===== src/sv/sfd_pkg.sv =====
// Package for the SLIP frame decoder: payload structs, SLIP character codes,
// status and class codes, and frame size limits. No dependencies.
package sfd_pkg;

    localparam int MAX_FRAME   = 1024;
    localparam int CNT_W       = $clog2(MAX_FRAME + 1);
    localparam int LEN_W       = 11;
    localparam int MIN_FRAME   = 3;
    localparam int LEARN_LEN   = 40;

    localparam logic [7:0] SLIP_END     = 8'hc0;
    localparam logic [7:0] SLIP_ESC     = 8'hdb;
    localparam logic [7:0] SLIP_ESC_END = 8'hdc;
    localparam logic [7:0] SLIP_ESC_ESC = 8'hdd;
    localparam logic [7:0] TYPE_MASK    = 8'hf0;
    localparam logic [7:0] TYPE_IPV4    = 8'h40;
    localparam logic [7:0] TYPE_UNCOMP  = 8'h70;
    localparam logic [7:0] UNCOMP_FIX   = 8'h4f;

    typedef enum logic [1:0] {
        ST_ACCEPTED  = 2'd0,
        ST_SHORT     = 2'd1,
        ST_DISCARDED = 2'd2,
        ST_REJECTED  = 2'd3
    } frame_status_t;

    typedef enum logic [1:0] {
        CL_IPV4   = 2'd0,
        CL_COMP   = 2'd1,
        CL_UNCOMP = 2'd2,
        CL_OTHER  = 2'd3
    } frame_class_t;

    typedef enum logic {
        CFG_COMPRESS_ENABLE = 1'b0,
        CFG_AUTO_COMPRESS   = 1'b1
    } cfg_index_t;

    typedef struct packed {
        logic [7:0] rx_byte;
        logic       line_error;
    } sfd_in_t;

    typedef struct packed {
        logic             is_frame_end;
        logic [7:0]       data_byte;
        logic [LEN_W-1:0] frame_length;
        logic [1:0]       frame_status;
        logic [1:0]       frame_class;
        logic [7:0]       first_byte_fixed;
        logic [31:0]      good_frames;
        logic [31:0]      input_errors;
    } sfd_out_t;

endpackage


===== src/sv/slip_frame_decoder.sv =====
// SLIP receive deframer: unescapes line bytes, emits payload bytes and a
// frame-end summary per frame. Depends on sfd_pkg.
//
// Each result is registered into the output register, or into the skid entry
// when the output is held. Throughput: one byte per cycle while the skid entry
// is empty; a two-entry output register (main + skid) absorbs one stalled result.
// Reset: all control state, counters and learned compression clear; the
// compression-enable register resets to 0 and auto-compress to 1.
module slip_frame_decoder (
    input  logic            clk,
    input  logic            rst_n,
    input  logic            in_valid,
    output logic            in_stall,
    input  sfd_pkg::sfd_in_t  in_data,
    output logic            out_valid,
    input  logic            out_stall,
    output sfd_pkg::sfd_out_t out_data,
    input  logic            cfg_write_en,
    input  logic            cfg_index,
    input  logic            cfg_wdata
);
    import sfd_pkg::*;

    logic             compress_enable_reg;
    logic             auto_compress_reg;
    logic             escape_pending_reg, escape_pending_next;
    logic             error_pending_reg, error_pending_next;
    logic [CNT_W-1:0] stored_count_reg, stored_count_next;
    logic [7:0]       first_stored_reg, first_stored_next;
    logic             compress_learned_reg, compress_learned_next;
    logic [31:0]      good_count_reg, good_count_next;
    logic [31:0]      error_count_reg, error_count_next;

    logic             out_valid_reg;
    sfd_out_t         out_data_reg;
    logic             skid_valid_reg;
    sfd_out_t         skid_data_reg;

    logic             in_xfer;
    logic             out_take;
    logic             res_valid;
    sfd_out_t         res;

    logic [7:0]       c;
    logic [7:0]       hi;
    logic             comp_on;
    frame_class_t     cls;
    frame_status_t    status;
    logic [7:0]       first_fixed;

    assign in_stall  = skid_valid_reg;
    assign in_xfer   = in_valid && !in_stall;
    assign out_valid = out_valid_reg;
    assign out_data  = out_data_reg;
    assign out_take  = out_valid_reg && !out_stall;

    // Frame classification from the first stored byte
    always_comb
    begin
        hi      = first_stored_reg & TYPE_MASK;
        comp_on = compress_enable_reg || compress_learned_reg;
        first_fixed = first_stored_reg;
        if (hi == TYPE_IPV4)
        begin
            cls = CL_IPV4;
        end
        else if (hi[7])
        begin
            cls = CL_COMP;
        end
        else if (hi == TYPE_UNCOMP)
        begin
            cls = CL_UNCOMP;
            first_fixed = first_stored_reg & UNCOMP_FIX;
        end
        else
        begin
            cls = CL_OTHER;
        end
    end

    always_comb
    begin
        escape_pending_next   = escape_pending_reg;
        error_pending_next    = error_pending_reg;
        stored_count_next     = stored_count_reg;
        first_stored_next     = first_stored_reg;
        compress_learned_next = compress_learned_reg;
        good_count_next       = good_count_reg;
        error_count_next      = error_count_reg;
        res_valid             = 1'b0;
        res                   = '0;
        status                = ST_ACCEPTED;
        c                     = in_data.rx_byte;

        if (in_xfer)
        begin
            priority if (in_data.line_error)
            begin
                error_pending_next = 1'b1;
            end
            else if (in_data.rx_byte == SLIP_ESC)
            begin
                escape_pending_next = 1'b1;
            end
            else if (in_data.rx_byte == SLIP_END)
            begin
                res_valid = 1'b1;
                res.is_frame_end = 1'b1;
                res.frame_length = LEN_W'(stored_count_reg);
                if (error_pending_reg)
                begin
                    error_pending_next = 1'b0;
                    status = ST_DISCARDED;
                end
                else if (stored_count_reg < CNT_W'(MIN_FRAME))
                begin
                    status = ST_SHORT;
                end
                else
                begin
                    res.frame_class      = cls;
                    res.first_byte_fixed = first_fixed;
                    priority if (cls == CL_IPV4)
                        status = ST_ACCEPTED;
                    else if (cls == CL_OTHER)
                        status = ST_REJECTED;
                    else if (comp_on)
                        status = ST_ACCEPTED;
                    else if (auto_compress_reg && cls == CL_UNCOMP
                             && stored_count_reg >= CNT_W'(LEARN_LEN))
                    begin
                        status = ST_ACCEPTED;
                        compress_learned_next = 1'b1;
                    end
                    else
                        status = ST_REJECTED;
                    if (status == ST_ACCEPTED)
                        good_count_next = good_count_reg + 32'd1;
                    else
                        error_count_next = error_count_reg + 32'd1;
                end
                res.frame_status    = status;
                stored_count_next   = '0;
                escape_pending_next = 1'b0;
            end
            else
            begin
                if (escape_pending_reg)
                begin
                    if (in_data.rx_byte == SLIP_ESC_ESC)
                        c = SLIP_ESC;
                    else if (in_data.rx_byte == SLIP_ESC_END)
                        c = SLIP_END;
                end
                if (stored_count_reg < CNT_W'(MAX_FRAME))
                begin
                    if (stored_count_reg == '0)
                        first_stored_next = c;
                    stored_count_next   = stored_count_reg + CNT_W'(1);
                    escape_pending_next = 1'b0;
                    res_valid           = 1'b1;
                    res.data_byte       = c;
                end
                else
                begin
                    // Overflow: drop the byte and poison the rest of the frame
                    error_pending_next  = 1'b1;
                    error_count_next    = error_count_reg + 32'd1;
                    stored_count_next   = '0;
                    escape_pending_next = 1'b0;
                end
            end
            res.good_frames  = good_count_next;
            res.input_errors = error_count_next;
        end
    end

    always_ff @(posedge clk or negedge rst_n)
    begin
        if (!rst_n)
        begin
            compress_enable_reg  <= 1'b0;
            auto_compress_reg    <= 1'b1;
            escape_pending_reg   <= 1'b0;
            error_pending_reg    <= 1'b0;
            stored_count_reg     <= '0;
            compress_learned_reg <= 1'b0;
            good_count_reg       <= '0;
            error_count_reg      <= '0;
        end
        else
        begin
            if (cfg_write_en)
            begin
                unique case (cfg_index_t'(cfg_index))
                    CFG_COMPRESS_ENABLE: compress_enable_reg <= cfg_wdata;
                    CFG_AUTO_COMPRESS:   auto_compress_reg   <= cfg_wdata;
                    default:             ;
                endcase
            end
            escape_pending_reg   <= escape_pending_next;
            error_pending_reg    <= error_pending_next;
            stored_count_reg     <= stored_count_next;
            compress_learned_reg <= compress_learned_next;
            good_count_reg       <= good_count_next;
            error_count_reg      <= error_count_next;
        end
    end

    always_ff @(posedge clk)
    begin
        first_stored_reg <= first_stored_next;
    end

    // Output register with skid stage
    always_ff @(posedge clk or negedge rst_n)
    begin
        if (!rst_n)
        begin
            out_valid_reg  <= 1'b0;
            skid_valid_reg <= 1'b0;
        end
        else if (skid_valid_reg)
        begin
            if (out_take)
            begin
                skid_valid_reg <= 1'b0;
            end
        end
        else if (res_valid)
        begin
            if (!out_valid_reg || out_take)
                out_valid_reg <= 1'b1;
            else
                skid_valid_reg <= 1'b1;
        end
        else if (out_take)
        begin
            out_valid_reg <= 1'b0;
        end
    end

    always_ff @(posedge clk)
    begin
        if (skid_valid_reg)
        begin
            if (out_take)
                out_data_reg <= skid_data_reg;
        end
        else if (res_valid)
        begin
            if (!out_valid_reg || out_take)
                out_data_reg <= res;
            else
                skid_data_reg <= res;
        end
    end

    a_skid_implies_out: assert property (@(posedge clk) disable iff (!rst_n)
        skid_valid_reg |-> out_valid_reg)
        else $error("skid entry held with empty output register");

    a_count_bound: assert property (@(posedge clk) disable iff (!rst_n)
        stored_count_reg <= CNT_W'(MAX_FRAME))
        else $error("stored count beyond frame limit");

    a_payload_clean: assert property (@(posedge clk) disable iff (!rst_n)
        (out_valid_reg && !out_data_reg.is_frame_end) |->
            (out_data_reg.frame_length == '0 && out_data_reg.frame_status == '0))
        else $error("payload result carries frame-end fields");

    a_learn_sticky: assert property (@(posedge clk) disable iff (!rst_n)
        compress_learned_reg |=> compress_learned_reg)
        else $error("learned compression cleared");

endmodule

===== config.mk =====
export PLATFORM = sky130hd
export DESIGN_NAME = slip_frame_decoder
export DESIGN_NICKNAME = d
export VERILOG_FILES = /design/src/sv/sfd_pkg.sv /design/src/sv/slip_frame_decoder.sv
export SDC_FILE = /design/constraint.sdc
export NUM_CORES = 1
export LEC_CHECK = 0
export ABC_AREA = 1
export CAP_MARGIN = 0
export CORE_UTILIZATION = 42
export CTS_BUF_LIST = sky130_fd_sc_hd__clkbuf_4 sky130_fd_sc_hd__clkbuf_8
export DETAILED_ROUTE_END_ITERATION = 10
export DONT_BUFFER_PORTS = 1
export SETUP_SLACK_MARGIN = 0.3
export SLEW_MARGIN = 20
export SYNTH_ARGS = -nofsm -noshare
export SYNTH_HDL_FRONTEND = slang
export SYNTH_SLANG_ARGS = --single-unit

===== constraint.sdc =====
create_clock -name clk -period 7 [get_ports clk]
set_clock_uncertainty 0.15 [all_clocks]
set_input_delay 0.7 -clock clk [delete_from_list [all_inputs] [get_ports clk]]
set_output_delay 0.7 -clock clk [all_outputs]
set_load 0.1 [all_outputs]

==> results.py <==
metrics = {
    "power": {
        "power.ir.vdd_worst_v": 0.0001970,
        "power-per-cell-area_mw_per_mm2": 408.1,
        "total_leakage_power_nw": 6.811,
    },
    "synth": {
        "synth.largest_area_cell": "sky130_fd_sc_hd__edfxtp_1",
        "postSynthNetCount": 1580,
        "synth_top_cell_area_share_pct": 43.30,
        "synth-async-reset-ratio_pct": 29.08,
        "post_synth_inst_count": 1560,
        "synth.ff_latch_count": 282,
        "syn_area_per_cell_um2": 8.892,
        "number_of_flops_mapped_to_enable_cells_by_yosys": 200,
        "post_synth_main_area_contributors": "sky130_fd_sc_hd__edfxtp_1, sky130_fd_sc_hd__dfrtp_1, sky130_fd_sc_hd__nand2_1",
        "synth.lib_cells_used.distinct": 47,
        "synthesis.yosys.warnings": 0,
        "yosysSeqAreaShare_pct": 58.10,
        "synth_area_mm2": 0.01387,
        "yosys_most_used_dff": "sky130_fd_sc_hd__edfxtp_1",
    },
    "floorplan": {
        "coreArea_mm2": 0.03254,
        "rows": 66,
        "initial_utilization_pct": 42.63,
        "design.die.area_mm2": 0.03376,
        "die_w_um": 183.7,
        "die_h_um": 183.7,
        "number_of_primary_i_o_pins": 114,
    },
    "clocking": {
        "clock_sinks": 282,
        "clk_pin_slew_worst_paths_ns": 0.06,
        "clock_tree.root_cell": "sky130_fd_sc_hd__clkbuf_8",
        "cts_buffer_depth": 3,
        "postCtsHoldBufs": 2,
        "cts-htree-levels": 2,
        "clock_latency_ns": 0.58,
        "cts_inserted_buffers": 49,
        "cts_tree": "done",
        "postCtsSetupBuffers": 0,
        "cts_resized": 0,
    },
    "finish": {
        "num-nets-final": 1588,
        "final_common_cell": "sky130_fd_sc_hd__nand2_1",
        "final_cells": 2051,
        "fillerInstances": 3147,
        "drive_gt1_share_pct": 8.950,
        "flow.area_growth_from_synthesis_pct": 11.01,
        "antenna_cells": 0,
        "area.sequential_mm2": 0.008063,
        "top_library_cells_by_usage_in_the_layout_fill_and_taps_aside": "sky130_fd_sc_hd__nand2_1, sky130_fd_sc_hd__edfxtp_1, sky130_fd_sc_hd__inv_1, sky130_fd_sc_hd__nand3_1, sky130_fd_sc_hd__nor2_1",
        "multi_input_comb_area_mm2": 0.004911,
    },
    "detailed_routing": {
        "route.final.wire_length_mm": 34.07,
        "drtIter0Drc": 824,
        "routed_via_density": 5.181,
        "final_antenna_net_count": 0,
        "dr_total_vias": 10627,
        "drt_first_pass_iters": 6,
        "detail_route.drc_violations": 0,
        "wl_per_cell_um": 16.61,
    },
    "place": {
        "gp_routability_congestion": 0.9172,
        "port_buffers": 0,
        "post_place_cells": 1957,
        "hpwl_mm": 22.92,
    },
    "timing": {
        "timing.slew.headroom_pct": 31.03,
        "setup-violations-final": 0,
        "timing_max_transition_violations_final": 0,
        "setup_total_negative_slack_ns": 0,
        "tightestPinTransition_ns": 1.031,
        "timing_hold_violations_final": 0,
        "min_period_over_period_pct": 59.57,
        "max_clock_freq_ghz": 0.2398,
        "final.min_clock_period_ns": 4.170,
        "setup_repair_after_global_routing_missed_its_margin": "no",
    },
    "run": {
        "max_cap_viols": 0,
    },
    "setup_path": {
        "worst_ep_arrival_time_ns": 4.41,
        "crit_path_max_incr_delay_ns": 0.73,
        "worst_path_most_repeated_cell": "sky130_fd_sc_hd__nand2_1",
        "worstPathBufferInverterCount": 5,
        "crit_path_cells": "inv_2, nand2_1, nor2_2, buf_4, inv_2, nor2_2, buf_4, nand2_1, inv_2, nand2_1, nor2_1, nand2_1, o21ai_0",
        "crit_path_end_kind": "register",
        "critical_path_class": "reg -> reg",
        "cpLargestDelayFamily": "simple AND/OR/NAND/NOR gates",
        "worstPathMaxFanout": 54,
        "worst_setup_path_start_kind": "register",
        "slowest_stage": "sky130_fd_sc_hd__dfrtp_4",
        "critical_path_required_ns": 7.24,
    },
    "global_route": {
        "grt_max_degree": 83,
        "grt_pass1_wl_mm": 54.80,
        "first_global_vias": 10269,
        "globalRouteOverflowTotal": 0,
        "antenna_violations_before_repair": 0,
        "grt.total_usage_pct": 20.49,
    },
    "worst_hold_path": {
        "worst_hold_path_type": "in -> reg",
    },
    "status": {
        "status": "finished, final reports clean",
    },
}
==> worst paths after layout <==
kind / slack [ns] / from / to / cells past startpoint
max reg2reg: 2.83 / in_stall$_DFF_PN0_ / out_data[68]$_DFFE_PP_ / 13
min reg2reg: 0.33 / compress_learned_reg$_DFFE_PN0P_ / compress_learned_reg$_DFFE_PN0P_ / 1
max in group asynchronous: 5.75 / rst_n / in_stall$_DFF_PN0_ / 2
min in group asynchronous: 0.56 / rst_n / compress_learned_reg$_DFFE_PN0P_ / 2
max: 2.83 / in_stall$_DFF_PN0_ / out_data[68]$_DFFE_PP_ / 13
min: 0.06 / in_data[8] / first_stored_reg[7]$_DFFE_PP_ / 0
==> cell families (layout without fill, tap and decap cells) <==
| kind of cell | after synthesis | count (layout) | synth area share, % |
|---|---|---|---|
| and+or+nand+nor | 829 | 829 | 25.60 |
| buffers and inverters | 233 | 282 | 6.630 |
| DFF | 282 | 282 | 58.10 |
| xor gates and xnor gates | 20 | 20 | 1.263 |
| AOI/OAI and AO/OA | 192 | 192 | 8.046 |
| adders and majority gates | 4 | 4 | 0.3608 |
==> where the power goes <==
part,leakage [nW],internal [mW],switching [mW]
sequential,2.97,2.25,1.41
clock,0.574,0.951,0.694
combinational,3.27,0.283,0.699
==> layer usage <==
layer	vias to the layer above	GRT usage [%]	wire length [um]
met2	309	31.85	15380
met1	5049	28.44	15660
li1	5220	-	-
met3	49	4.338	2307
met4	0	6.800	714
met5	-	0	0
==> through the flow <==
stage | power [mW] | worst slack [ns] | hold WS (ns) | area (um^2) | utilization, %
floorplan | 4.340 | 0.4771 | 0.2544 | 13870 | -
global placement | 4.635 | 3.066 | 0.2574 | 14270 | 43.85
detailed placement | 4.660 | 2.839 | 0.2577 | 14270 | 43.85
CTS | 6.340 | 2.760 | 0.02131 | 15400 | 47.33
global route | 6.589 | 2.422 | 0.02903 | 15400 | 47.33
finish | 6.283 | 2.830 | 0.05965 | 15400 | 47.33
==> cells in the mapped netlist (5+ instances only) <==
| cell type | number |
|---|---|
| sky130_fd_sc_hd__o211ai_1 | 18 |
| sky130_fd_sc_hd__nand3_1 | 128 |
| sky130_fd_sc_hd__inv_2 | 10 |
| sky130_fd_sc_hd__nand2_1 | 489 |
| sky130_fd_sc_hd__dfrtp_1 | 81 |
| sky130_fd_sc_hd__inv_1 | 165 |
| sky130_fd_sc_hd__buf_2 | 10 |
| sky130_fd_sc_hd__nor3_1 | 30 |
| sky130_fd_sc_hd__clkbuf_1 | 37 |
| sky130_fd_sc_hd__o211ai_2 | 10 |
| sky130_fd_sc_hd__xor2_1 | 19 |
| sky130_fd_sc_hd__o21ai_0 | 94 |
| sky130_fd_sc_hd__o21bai_1 | 5 |
| sky130_fd_sc_hd__a21oi_1 | 32 |
| sky130_fd_sc_hd__edfxtp_1 | 200 |
| sky130_fd_sc_hd__nor2_1 | 122 |
| sky130_fd_sc_hd__nor2_2 | 7 |
| sky130_fd_sc_hd__o21ai_1 | 23 |
| sky130_fd_sc_hd__nand4_1 | 25 |
==> layout make-up <==
type                    count  area share (%)
inverters                 179           4.380
repair buffers             11          0.6825
clock inverters            20           1.186
flip-flops and latches    282           52.36
clock buffers              72           5.907
well taps                 442           3.591
multi-input cells        1045           31.89
No activity file was read; power rests on OpenSTA's default activity.
